`config.mk`:
```
export PLATFORM = sky130hd
export DESIGN_NAME = touch_median_calibrate
export DESIGN_NICKNAME = d
export VERILOG_FILES = /design/src/rtl/tmc_pkg.sv /design/src/rtl/touch_median_calibrate.sv
export SDC_FILE = /design/constraint.sdc
export NUM_CORES = 2
export LEC_CHECK = 0
export BUFFER_PORTS_ARGS = -buffer_cell sky130_fd_sc_hd__buf_2
export CORE_UTILIZATION = 55
export CTS_BUF_LIST = sky130_fd_sc_hd__clkbuf_16
export DETAILED_ROUTE_END_ITERATION = 8
export GPL_TIMING_DRIVEN = 0
export PLACE_DENSITY_LB_ADDON = 0.05
export SYNTH_ARGS = -nofsm -noshare
export SYNTH_HDL_FRONTEND = slang
export SYNTH_SLANG_ARGS = --single-unit
```
`constraint.sdc`:
```
create_clock -name clk -period 14.22 [get_ports clk]
set_input_delay 0.711 -clock clk [delete_from_list [all_inputs] [get_ports clk]]
set_output_delay 0.711 -clock clk [all_outputs]
set_load 0.02 [all_outputs]
```
`src/rtl/tmc_pkg.sv`:
```
package tmc_pkg;

  // Sample and coordinate widths.
  localparam int SAMPLE_BITS = 10;
  localparam int SCREEN_W    = 16;
  localparam int GAIN_W      = 19;
  localparam int OFFSET_W    = 16;
  localparam int FRAC_BITS   = 16;
  localparam int CFG_IDX_W   = 3;
  localparam int CFG_DATA_W  = GAIN_W;

  // Reset value of a gain: 1.0 with 16 fractional bits.
  localparam logic signed [GAIN_W-1:0] GAIN_ONE = GAIN_W'(1 << FRAC_BITS);

  // Configuration register indexes.
  typedef enum logic [CFG_IDX_W-1:0] {
    CFG_CONVERT_ENABLE = 3'd0,
    CFG_X_GAIN         = 3'd1,
    CFG_Y_GAIN         = 3'd2,
    CFG_X_OFFSET       = 3'd3,
    CFG_Y_OFFSET       = 3'd4
  } cfg_index_t;

  // One result item.
  typedef struct packed {
    logic                   pressed;
    logic                   caught;
    logic                   coord_ready;
    logic [SAMPLE_BITS-1:0] raw_x;
    logic [SAMPLE_BITS-1:0] raw_y;
    logic [SCREEN_W-1:0]    screen_x;
    logic [SCREEN_W-1:0]    screen_y;
  } result_t;

endpackage

```
`src/rtl/touch_median_calibrate.sv`:
```
// Touch-panel reading filter and calibrator. Each request carries one panel
// reading; pen-down readings are grouped in bursts of three, and the third
// one yields the per-axis median (coord_ready high), which is held as the raw
// coordinate and, with convert_enable set, mapped to a screen coordinate as
// trunc(gain * raw / 65536) + offset, wrapped to 16 bits. A pen-up reading
// aborts a partial burst and zeros the held coordinates. Every request gives
// exactly one result. The block accepts one request per clock; the median,
// the 19x11 multiply and the offset add are done in the accept cycle, and
// when the out_ channel is free the result is offered in the next cycle. A
// two-entry output buffer takes one more request in a cycle where the
// consumer stalls; in_ready is low while both entries are full and rises in
// the cycle after the consumer takes a result. Configuration writes are
// always accepted (cfg_ready is tied high) and take effect on the next
// request; indexes above four are ignored.
module touch_median_calibrate (
  input  logic                              clk,
  input  logic                              rst_n,
  // Configuration write channel
  input  logic                              cfg_valid,
  output logic                              cfg_ready,
  input  logic [tmc_pkg::CFG_IDX_W-1:0]     cfg_index,
  input  logic [tmc_pkg::CFG_DATA_W-1:0]    cfg_data,
  // Reading channel
  input  logic                              in_valid,
  output logic                              in_ready,
  input  logic                              in_pen_down,
  input  logic [tmc_pkg::SAMPLE_BITS-1:0]   in_x_sample,
  input  logic [tmc_pkg::SAMPLE_BITS-1:0]   in_y_sample,
  input  logic                              in_clear_caught,
  // Result channel
  output logic                              out_valid,
  input  logic                              out_ready,
  output logic                              out_pressed,
  output logic                              out_caught,
  output logic                              out_coord_ready,
  output logic [tmc_pkg::SAMPLE_BITS-1:0]   out_raw_x,
  output logic [tmc_pkg::SAMPLE_BITS-1:0]   out_raw_y,
  output logic [tmc_pkg::SCREEN_W-1:0]      out_screen_x,
  output logic [tmc_pkg::SCREEN_W-1:0]      out_screen_y
);

  localparam int SB     = tmc_pkg::SAMPLE_BITS;
  localparam int SW     = tmc_pkg::SCREEN_W;
  localparam int PROD_W = tmc_pkg::GAIN_W + SB + 1;

  // Median of three, with the comparison order of the scan routine.
  function automatic logic [SB-1:0] mid3(input logic [SB-1:0] a,
                                         input logic [SB-1:0] b,
                                         input logic [SB-1:0] c);
    logic [SB-1:0] m;
    if (a > b) begin
      if (b > c) m = b;
      else       m = (a > c) ? c : a;
    end else begin
      if (b < c) m = b;
      else       m = (a < c) ? c : a;
    end
    return m;
  endfunction

  // Scale by a signed gain, truncate toward zero, add offset, wrap.
  function automatic logic [SW-1:0] scale_axis(
    input logic signed [tmc_pkg::GAIN_W-1:0]   gain,
    input logic        [SB-1:0]                raw,
    input logic        [tmc_pkg::OFFSET_W-1:0] offset);
    logic signed [PROD_W-1:0]  prod;
    logic        [PROD_W-1:0]  mag;
    logic        [PROD_W+SW-1:0] mag_ext;
    logic        [SW-1:0]      q;
    prod    = PROD_W'(gain) * $signed({1'b0, raw});
    mag     = prod[PROD_W-1] ? PROD_W'(-prod) : PROD_W'(prod);
    mag_ext = {{SW{1'b0}}, mag};
    q       = mag_ext[tmc_pkg::FRAC_BITS +: SW];
    if (prod[PROD_W-1]) q = SW'(-q);
    return SW'(q + SW'(offset));
  endfunction

  // Configuration registers.
  logic                                  convert_enable_r;
  logic signed [tmc_pkg::GAIN_W-1:0]     x_gain_r, y_gain_r;
  logic        [tmc_pkg::OFFSET_W-1:0]   x_offset_r, y_offset_r;

  // Burst and held state.
  logic [1:0]    sample_count_r, sample_count_nxt;
  logic [SB-1:0] first_x_r, first_y_r, second_x_r, second_y_r;
  logic [SB-1:0] first_x_nxt, first_y_nxt, second_x_nxt, second_y_nxt;
  logic [SB-1:0] held_raw_x_r, held_raw_y_r, held_raw_x_nxt, held_raw_y_nxt;
  logic [SW-1:0] held_scr_x_r, held_scr_y_r, held_scr_x_nxt, held_scr_y_nxt;
  logic          pressed_r, caught_r, pressed_nxt, caught_nxt;
  logic          coord_ready;

  // Output buffer: main entry and skid entry.
  tmc_pkg::result_t out_r, skid_r, res;
  logic             out_valid_r, skid_valid_r;
  logic             in_acc, out_pop;

  assign cfg_ready = 1'b1;
  assign in_ready  = !skid_valid_r;
  assign in_acc    = in_valid && in_ready;
  assign out_pop   = out_valid_r && out_ready;

  // Configuration writes.
  always_ff @(posedge clk) begin
    if (!rst_n) begin
      convert_enable_r <= 1'b0;
      x_gain_r         <= tmc_pkg::GAIN_ONE;
      y_gain_r         <= tmc_pkg::GAIN_ONE;
      x_offset_r       <= '0;
      y_offset_r       <= '0;
    end else if (cfg_valid) begin
      case (tmc_pkg::cfg_index_t'(cfg_index))
        tmc_pkg::CFG_CONVERT_ENABLE: convert_enable_r <= cfg_data[0];
        tmc_pkg::CFG_X_GAIN:         x_gain_r   <= cfg_data[tmc_pkg::GAIN_W-1:0];
        tmc_pkg::CFG_Y_GAIN:         y_gain_r   <= cfg_data[tmc_pkg::GAIN_W-1:0];
        tmc_pkg::CFG_X_OFFSET:       x_offset_r <= cfg_data[tmc_pkg::OFFSET_W-1:0];
        tmc_pkg::CFG_Y_OFFSET:       y_offset_r <= cfg_data[tmc_pkg::OFFSET_W-1:0];
        default: ;
      endcase
    end
  end

  // Per-reading update of burst, held coordinates and press flags.
  always_comb begin
    sample_count_nxt = sample_count_r;
    first_x_nxt      = first_x_r;
    first_y_nxt      = first_y_r;
    second_x_nxt     = second_x_r;
    second_y_nxt     = second_y_r;
    held_raw_x_nxt   = held_raw_x_r;
    held_raw_y_nxt   = held_raw_y_r;
    held_scr_x_nxt   = held_scr_x_r;
    held_scr_y_nxt   = held_scr_y_r;
    pressed_nxt      = pressed_r;
    caught_nxt       = caught_r && !in_clear_caught;
    coord_ready      = 1'b0;
    if (in_pen_down) begin
      case (sample_count_r)
        2'd0: begin
          first_x_nxt      = in_x_sample;
          first_y_nxt      = in_y_sample;
          sample_count_nxt = 2'd1;
        end
        2'd1: begin
          second_x_nxt     = in_x_sample;
          second_y_nxt     = in_y_sample;
          sample_count_nxt = 2'd2;
        end
        default: begin
          held_raw_x_nxt = mid3(first_x_r, second_x_r, in_x_sample);
          held_raw_y_nxt = mid3(first_y_r, second_y_r, in_y_sample);
          if (convert_enable_r) begin
            held_scr_x_nxt = scale_axis(x_gain_r, held_raw_x_nxt, x_offset_r);
            held_scr_y_nxt = scale_axis(y_gain_r, held_raw_y_nxt, y_offset_r);
          end
          sample_count_nxt = 2'd0;
          coord_ready      = 1'b1;
        end
      endcase
      if (!pressed_r) begin
        pressed_nxt = 1'b1;
        caught_nxt  = 1'b1;
      end
    end else begin
      // A pen-up in the middle of a burst drops the held coordinates.
      if (sample_count_r != 2'd0) begin
        held_raw_x_nxt   = '0;
        held_raw_y_nxt   = '0;
        held_scr_x_nxt   = '0;
        held_scr_y_nxt   = '0;
        sample_count_nxt = 2'd0;
      end
      pressed_nxt = 1'b0;
    end
  end

  // Result built from the updated state.
  always_comb begin
    res.pressed     = pressed_nxt;
    res.caught      = caught_nxt;
    res.coord_ready = coord_ready;
    res.raw_x       = held_raw_x_nxt;
    res.raw_y       = held_raw_y_nxt;
    res.screen_x    = held_scr_x_nxt;
    res.screen_y    = held_scr_y_nxt;
  end

  // State registers, updated on each accepted reading.
  always_ff @(posedge clk) begin
    if (!rst_n) begin
      sample_count_r <= 2'd0;
      first_x_r      <= '0;
      first_y_r      <= '0;
      second_x_r     <= '0;
      second_y_r     <= '0;
      held_raw_x_r   <= '0;
      held_raw_y_r   <= '0;
      held_scr_x_r   <= '0;
      held_scr_y_r   <= '0;
      pressed_r      <= 1'b0;
      caught_r       <= 1'b0;
    end else if (in_acc) begin
      sample_count_r <= sample_count_nxt;
      first_x_r      <= first_x_nxt;
      first_y_r      <= first_y_nxt;
      second_x_r     <= second_x_nxt;
      second_y_r     <= second_y_nxt;
      held_raw_x_r   <= held_raw_x_nxt;
      held_raw_y_r   <= held_raw_y_nxt;
      held_scr_x_r   <= held_scr_x_nxt;
      held_scr_y_r   <= held_scr_y_nxt;
      pressed_r      <= pressed_nxt;
      caught_r       <= caught_nxt;
    end
  end

  // Output buffer valid flags.
  always_ff @(posedge clk) begin
    if (!rst_n) begin
      out_valid_r  <= 1'b0;
      skid_valid_r <= 1'b0;
    end else if (out_pop) begin
      if (skid_valid_r) begin
        skid_valid_r <= 1'b0;
      end else begin
        out_valid_r <= in_acc;
      end
    end else if (in_acc) begin
      if (out_valid_r) skid_valid_r <= 1'b1;
      else             out_valid_r  <= 1'b1;
    end
  end

  // Output buffer payload.
  always_ff @(posedge clk) begin
    if (out_pop) begin
      if (skid_valid_r) out_r <= skid_r;
      else if (in_acc)  out_r <= res;
    end else if (in_acc) begin
      if (out_valid_r) skid_r <= res;
      else             out_r  <= res;
    end
  end

  assign out_valid       = out_valid_r;
  assign out_pressed     = out_r.pressed;
  assign out_caught      = out_r.caught;
  assign out_coord_ready = out_r.coord_ready;
  assign out_raw_x       = out_r.raw_x;
  assign out_raw_y       = out_r.raw_y;
  assign out_screen_x    = out_r.screen_x;
  assign out_screen_y    = out_r.screen_y;

endmodule

```
# --- Yosys cells after proc, flatten, opt, wreduce, memory -nomap -nowiden ---
# Cells that the tools add are included.
totals:
  elab_cells: 138
  latchBits: 0
  register_bits: 279
  output_inout_bits: 58
  mem_bits_rw: 0
  inputBits: 49
  romBits: 0
  n_memories: 0
op_classes:
  n_eq_ne: 7
  div_mod_pow: 0
  bitwise: 2
  shift: 0
  n_mux: 54
  magnitude_cmp: 10
  mul: 2
  addsub: 6
  reduce_logical: 25
op_table:
  columns: ["op", "n"]
  rows:
  - ["two-way mux 55 bit", 5]
  - ["two-way mux 16 bit", 16]
  - ["two-way mux 10 bit", 20]
  - ["> comparator 10 bit", 6]
  - ["multiplier 19 x 11 -> 30 bit", 2]
  - ["two-way mux 30 bit", 2]
  - ["negator 30 bit", 2]
  - ["< comparator 10 bit", 4]
  - ["adder 16 bit", 2]
  - ["negator 14 -> 16 bit", 2]
  - ["AND reduction 2 bit", 8]
  - ["AND reduction 3 bit", 4]
  - ["two-way mux 1 bit", 8]
  - ["nonzero test 2 bit", 4]
  - ["== test 3 x 2 -> 1 bit, second input constant", 2]
  - ["two-way mux 2 bit", 2]
  - ["one-hot mux 2 bit (2 select lines)", 1]
  - ["OR reduction 2 bit", 2]
  - ["== test 3 x 1 -> 1 bit, second input constant", 1]
  - ["== test 3 bit, second input constant", 1]
  - ["logical AND 1 bit", 3]
  - ["logical NOT 3 bit", 1]
  - ["== test 2 x 1 -> 1 bit, second input constant", 1]
  - ["logical NOT 1 bit", 2]
  - ["4 further kinds", 5]

# --- Logic depth before layout (Yosys ltp) ---
depth:
  depth_word: 21
  ltp_mapped: 53
  ltp_nobuf: 49

# --- Worst setup path before layout ---
# OpenSTA, ideal clock, no wires.
synth_timing:
  kind: "in2reg"
  from: "input in_y_sample[7] (netlist bit)"
  to: "register out_r (netlist bit out_screen_y[14]), data pin"
  t_arrival_ns: 11.454
  slack_ns: 2.506
  setup_ns: 0.260
  path_stages: 50
  required_ns: 13.960
  path_cell_list: "inv_1 > ha_1 > and4_1 > o2111a_1 > a2111oi_1 > o21bai_1 > nand2b_1 > o31a_1 > clkbuf_1 > nor2_1 > nor2_1 > clkbuf_1 > clkbuf_1 > nand2_1 > fa_1 > fa_1 > inv_1 > fa_1 > (+14 left out) > nand2_1 > xnor2_1 > ha_1 > nand2_1 > o21ai_0 > fa_1 > a21o_1 > a21o_1 > a21o_1 > a21o_1 > a21oi_1 > o21ai_0 > or4_1 > a31o_2 > a21oi_1 > xor2_1 > o21ai_0 > mux2_2"
synth_between:
  elab_chain_cells: 21
synth_rtl:
  columns: ["element", "line", "rtl"]
  rows:
  - ["start, declared", "touch_median_calibrate.sv:28", "input logic [tmc_pkg::SAMPLE_BITS-1:0] in_y_sample,"]
  - ["< comparator 10 bit / > comparator 10 bit (equally long branches)", "touch_median_calibrate.sv:56, touch_median_calibrate.sv:53", null]
  - ["two-way mux 10 bit, on equally long branches", "touch_median_calibrate.sv:56, touch_median_calibrate.sv:53", null]
  - ["two-way mux 10 bit, on equally long branches", "touch_median_calibrate.sv:55, touch_median_calibrate.sv:52", null]
  - ["two-way mux 10 bit (*)", "touch_median_calibrate.sv:51", "if (a > b) begin"]
  - ["two-way mux 10 bit (*)", "touch_median_calibrate.sv:137", "case (sample_count_r)"]
  - ["two-way mux 10 bit (*)", "touch_median_calibrate.sv:136", "if (in_pen_down) begin"]
  - ["multiplier 19 x 11 -> 30 bit (*)", "touch_median_calibrate.sv:70", "prod = PROD_W'(gain) * $signed({1'b0, raw});"]
  - ["negator 30 bit", "touch_median_calibrate.sv:71", "mag = prod[PROD_W-1] ? PROD_W'(-prod) : PROD_W'(prod);"]
  - ["(+6 left out)", null, null]
  - ["adder 16 bit (*)", "touch_median_calibrate.sv:75", "return SW'(q + SW'(offset));"]
  - ["two-way mux 16 bit (*)", "touch_median_calibrate.sv:151", "if (convert_enable_r) begin"]
  - ["two-way mux 16 bit (*)", "touch_median_calibrate.sv:137", null]
  - ["two-way mux 16 bit (*)", "touch_median_calibrate.sv:136", null]
  - ["net held_scr_y_nxt[14]", "touch_median_calibrate.sv:88", "logic [SW-1:0] held_scr_x_r, held_scr_y_r, held_scr_x_nxt, held_scr_y_nxt;"]
  - ["two-way mux 55 bit, on equally long branches", "touch_median_calibrate.sv:239, touch_median_calibrate.sv:237", null]
  - ["two-way mux 55 bit, on equally long branches", "touch_median_calibrate.sv:238, touch_median_calibrate.sv:236", null]
  - ["two-way mux 55 bit (*)", "touch_median_calibrate.sv:235", "if (out_pop) begin"]
  - ["end signal, assigned", "touch_median_calibrate.sv:236", "if (skid_valid_r) out_r <= skid_r;"]
  - ["end signal, assigned", "touch_median_calibrate.sv:237", "else if (in_acc) out_r <= res;"]
  - ["end signal, assigned", "touch_median_calibrate.sv:240", "else out_r <= res;"]
  - ["end, declared", "touch_median_calibrate.sv:93", "tmc_pkg::result_t out_r, skid_r, res;"]
# The timed path passes the listed nets; every way through them passes the cells marked *. The select of a mux whose other input is x is not followed.
# A chain may end at the register's enable or synchronous reset.

# --- Final worst setup path ---
layout_timing:
  from: "register second_y_r[8]"
  to: "register out_r (netlist bit out_screen_y[14]), data pin"
layout_between:
  elab_chain_cells: 20
layout_rtl:
  columns: ["element", "line", "rtl"]
  rows:
  - ["start, declared", "touch_median_calibrate.sv:85", "logic [SB-1:0] first_x_r, first_y_r, second_x_r, second_y_r;"]
  - ["start signal, assigned", "touch_median_calibrate.sv:206", "second_y_r <= second_y_nxt;"]
  - ["< comparator 10 bit / > comparator 10 bit (equally long branches)", "touch_median_calibrate.sv:55, touch_median_calibrate.sv:52", null]
  - ["two-way mux 10 bit, on equally long branches", "touch_median_calibrate.sv:55, touch_median_calibrate.sv:52", null]
  - ["two-way mux 10 bit (*)", "touch_median_calibrate.sv:51", null]
  - ["two-way mux 10 bit (*)", "touch_median_calibrate.sv:137", null]
  - ["two-way mux 10 bit (*)", "touch_median_calibrate.sv:136", null]
  - ["multiplier 19 x 11 -> 30 bit (*)", "touch_median_calibrate.sv:70", null]
  - ["negator 30 bit", "touch_median_calibrate.sv:71", null]
  - ["two-way mux 30 bit", "touch_median_calibrate.sv:71", null]
  - ["(+5 left out)", null, null]
  - ["adder 16 bit (*)", "touch_median_calibrate.sv:75", null]
  - ["two-way mux 16 bit (*)", "touch_median_calibrate.sv:151", null]
  - ["two-way mux 16 bit (*)", "touch_median_calibrate.sv:137", null]
  - ["two-way mux 16 bit (*)", "touch_median_calibrate.sv:136", null]
  - ["net held_scr_y_nxt[14]", "touch_median_calibrate.sv:88", null]
  - ["two-way mux 55 bit, on equally long branches", "touch_median_calibrate.sv:239, touch_median_calibrate.sv:237", null]
  - ["two-way mux 55 bit, on equally long branches", "touch_median_calibrate.sv:238, touch_median_calibrate.sv:236", null]
  - ["two-way mux 55 bit (*)", "touch_median_calibrate.sv:235", null]
# Marks and branches as above.

==> results by group <==
Outcome
  – Status: complete, no violations

Flow run
  – Max-Cap Viols: 0

Worst hold path
  – Min-delay worst type: primary input to register
  – Hold_sp: in_pen_down
  – Worst Hold Depth: 1
  – Hold Path End: skid_r[54]

Setup path
  – CP endpoint kind: register
  – Crit-path max FO: 10
  – CP required: 14.54 ns
  – Worst stage delay on the critical path: between 0.5 and 0.6 ns
  – Worst reg2reg endpoint: out_screen_y[14]
  – Critical-path top delay cell: fa_1
  – R2R Setup Slk: 0.63 ns
  – WS Path Type: register to register
  – Reg-to-reg startpoint: second_y_r[8]
  – Crit path launch type: register
  – Most used cell, CP: fa_1
  – Reg2reg path depth: 48
  – Data arrival, critical path: 13.91 ns

Floorplanning
  – Initial core utilization: a little under three fifths
  – Row count: 86
  – Die area: 56900 um^2
  – Die height: 239 um
  – I/O Pins: 107
  – Die width: 239 um
  – Core Footprint: 55200 um^2

Synthesis
  – Post-synthesis cell type count: 99
  – Largest family of logic cells by synthesized area: adder cells
  – Mux cell area share after synthesis: under 10%
  – Synth Flop Type: dfxtp_1
  – Syn_nets: 4153
  – Adder-cell area share of the yosys netlist: 31.6%
  – Share of the synthesized area in the top cell type: between 20 and 25%
  – Synthesized-area fraction occupied by xor and xnor cells: 2.77%
  – Avg Cell Area, Syn: 8.71 um^2
  – Mapped Area: 30800 um^2
  – Synth Area in Compound Gates: 15.0%
  – Yosys Warn Count: 0
  – Post-Synth Simple-Gate Area: 18.6%
  – FFs w/ async S/R, synth: 0%
  – Synth Instances: 3532
  – Number of flops mapped to enable cells by yosys: 110
  – Area leader, netlist: fa_1
  – Register area share after synthesis: 21.7%
  – Synth area leaders: fa_1 22%, dfxtp_1 11%, edfxtp_1 11%, ha_1 9.4%, nand2_1 7.5%
  – Register bit total from synthesis: 279

CTS
  – CTS tree: built
  – CTS max path bufs: 3
  – Clock-pin slew on the worst setup and hold paths: 0.07 ns
  – Clk_lat worst skew: 0.58 ns
  – Root buffer cell: clkbuf_16
  – Clock buffer count from CTS: 31
  – Sink Count: 279
  – CTS H-tree lvls: 1

GRT
  – GRT overflow: 0
  – First-pass GRT wire length: 140000 um
  – Most Used Layer, Global Route: met2
  – Largest net degree at the start of global routing: 29
  – Met3 usage: 4.32%
  – GR Layer Usage met1: 44.8%
  – Number of global-route vias before repair: 25400
  – Met2 usage: about 50%
  – Antenna violations before repair: 7
  – Global-route total usage across every layer: 31.6%

Route
  – Via count: 25500
  – DRC viols: 0
  – First drt pass iteration count: 6
  – Drt wl/cell: 20.0 um
  – DR vias/cell: 5.74
  – Routed WL: 88900 um
  – Number of routed nets with antenna violations: 0
  – DRT iter0 DRCs: 1884

STA
  – Slew @ Worst Pin: 1.02 ns
  – Tcrit/Tclk final: 95.6%
  – Final hold vios: 0
  – Fin Hold WS: ~0.36 ns
  – Max frequency: 0.0736 GHz
  – Max-slew violations: 0
  – Skew final: 0.0186 ns
  – Setup TNS: 0 ns
  – Final setup vio count: 0
  – Min cycle time layout: 13.59 ns
  – RSZ-0062 raised after global routing: no
  – Worst slew margin: between 30% and 40%

Cells and area
  – Ratio of cells with drive above 1 in the final layout: under 10%
  – NumNets Final: ~4300
  – FILL cells: 4935
  – Fin cells: between 4000 and 5000
  – Area grow syn2layout: 8.58%
  – Fin area: between 30000 and 40000 um^2

Place
  – Placed Area: between 30000 and 40000 um^2
  – Placed cell count: 4385
  – Post-DP HPWL: 72300 um
  – Routability cong.: 0.935
  – IO Port Bufs: 103

Power
  – VDD IR-drop max: 0.0000766 V
  – Total power: 3.03 mW
  – Pleak: 15.2 nW
  – Pwr/cell area: about 91 nW/um^2
[what timing repair did]
| action | CTS | global route |
|---|---|---|
| buffers inserted | 0 | 0 |
| hold buffers | 0 | 0 |
| setup endpoints to repair | 10 | 33 |
| gates resized for setup | 7 | 45 |
[area by class of cell]
cell class | instances | area [um^2] | area share, %
timing repair buffer | 105 | 556 | 1.66
clock inverter | 26 | 251 | 0.753
sequential | 279 | 6690 | 20.0
buffer | 165 | 659 | 1.97
tap | 748 | 936 | 2.80
inverter | 492 | 1850 | 5.53
clock buffer | 31 | 776 | 2.32
multi-input combinational | 2590 | 21700 | 64.9
antenna | 8 | 20.0 | 0.0599
[sequential cells by signal, indices dropped and copies added, names as in the netlist, 16 cells and up]
signal / flops
skid_r: 55
x_gain_r: 19
y_gain_r: 19
held_scr_x_r: 16
held_scr_y_r: 16
out_screen_x: 16
out_screen_y: 16
x_offset_r: 16
y_offset_r: 16
[stage by stage]
step                      worst slack, ns  util, %
after floorplan                      2.51        -
after global placement             -0.515     58.4
after detailed placement           -0.596     58.5
after CTS                          0.0630     60.4
after global routing               0.0174     60.5
final                               0.625     60.5
[worst max path at each step]
stage	start	endpoint	slack (ns)	depth (start not counted)
6_report	second_y_r[8]	out_screen_y[14]	0.63	48
5_1_grt	second_y_r[8]	out_screen_y[15]	0.02	49
4_1_cts	second_x_r[8]	out_screen_x[15]	0.06	48
3_5_place_dp	in_x_sample[4]	out_screen_x[15]	-0.60	48
3_3_place_gp	in_x_sample[4]	out_screen_x[15]	-0.52	48
2_1_floorplan	in_y_sample[7]	out_screen_y[14]	2.51	50
[cell families (layout without fill, tap and decap cells)]
group           Yosys count  in the layout
fa+ha+maj               572            572
xor+xnor                 94             94
compound gates          645            645
simple gates           1218           1218
other cells               1              9
flops                   279            279
buf+inv                 663            819
mux                      60             60
[report_power, final]
part           total, mW  switching (mW)  leakage [nW]  internal (mW)
Clock              0.821           0.350         0.494          0.471
Combinational       1.34           0.903          12.3          0.439
Sequential         0.867          0.0130          2.43          0.854
[per-layer routing]
layer / wire length [um] / part of all wire, %
met1: 40100 / 45
met2: 39800 / 45
met3: 6370 / 7.2
met4: 2620 / 2.9
met5: 24 / 0.027
[cell usage in the layout (no fill, tap or decap), types with 57 or more instances in the layout]
cell / count
nor2b_1: 73
and2_1: 166
a21boi_0: 120
ha_1: 232
edfxtp_1: 110
clkbuf_1: 133
o21ai_0: 81
xnor2_1: 59
nand2_1: 617
a21o_1: 57
nor2_1: 131
fa_1: 340
dfxtp_1: 169
inv_1: 494
buf_2: 110
a21oi_1: 101
[cells in the mapped netlist, drive strengths merged (22+ instances only)]
master,count
a21boi,121
nor2,140
a211oi,24
edfxtp,110
clkbuf,153
and2,166
a22oi,44
nand3,41
nand4,23
a21oi,104
inv,491
o21ai,85
o31ai,25
fa,340
a22o,28
dfxtp,169
mux2,49
xnor2,59
ha,232
o22ai,22
a21o,57
and3,23
nor2b,73
nor3,50
nand2,618
xor2,33
[worst max-delay path, delay by kind of cell (launching register included)]
| family | cells | cell delay, ns |
|---|---|---|
| AND/OR/NAND/NOR | 6 | 1.16 |
| multiplexers | 1 | 0.32 |
| adder cells (fa/ha/maj) | 9 | 3.99 |
| flip-flops | 1 | 0.42 |
| XOR/XNOR | 2 | 0.48 |
| AO/OA/AOI/OAI | 22 | 5.21 |
| buffers and inverters | 8 | 1.71 |
(Power assumes the default switching activity.)
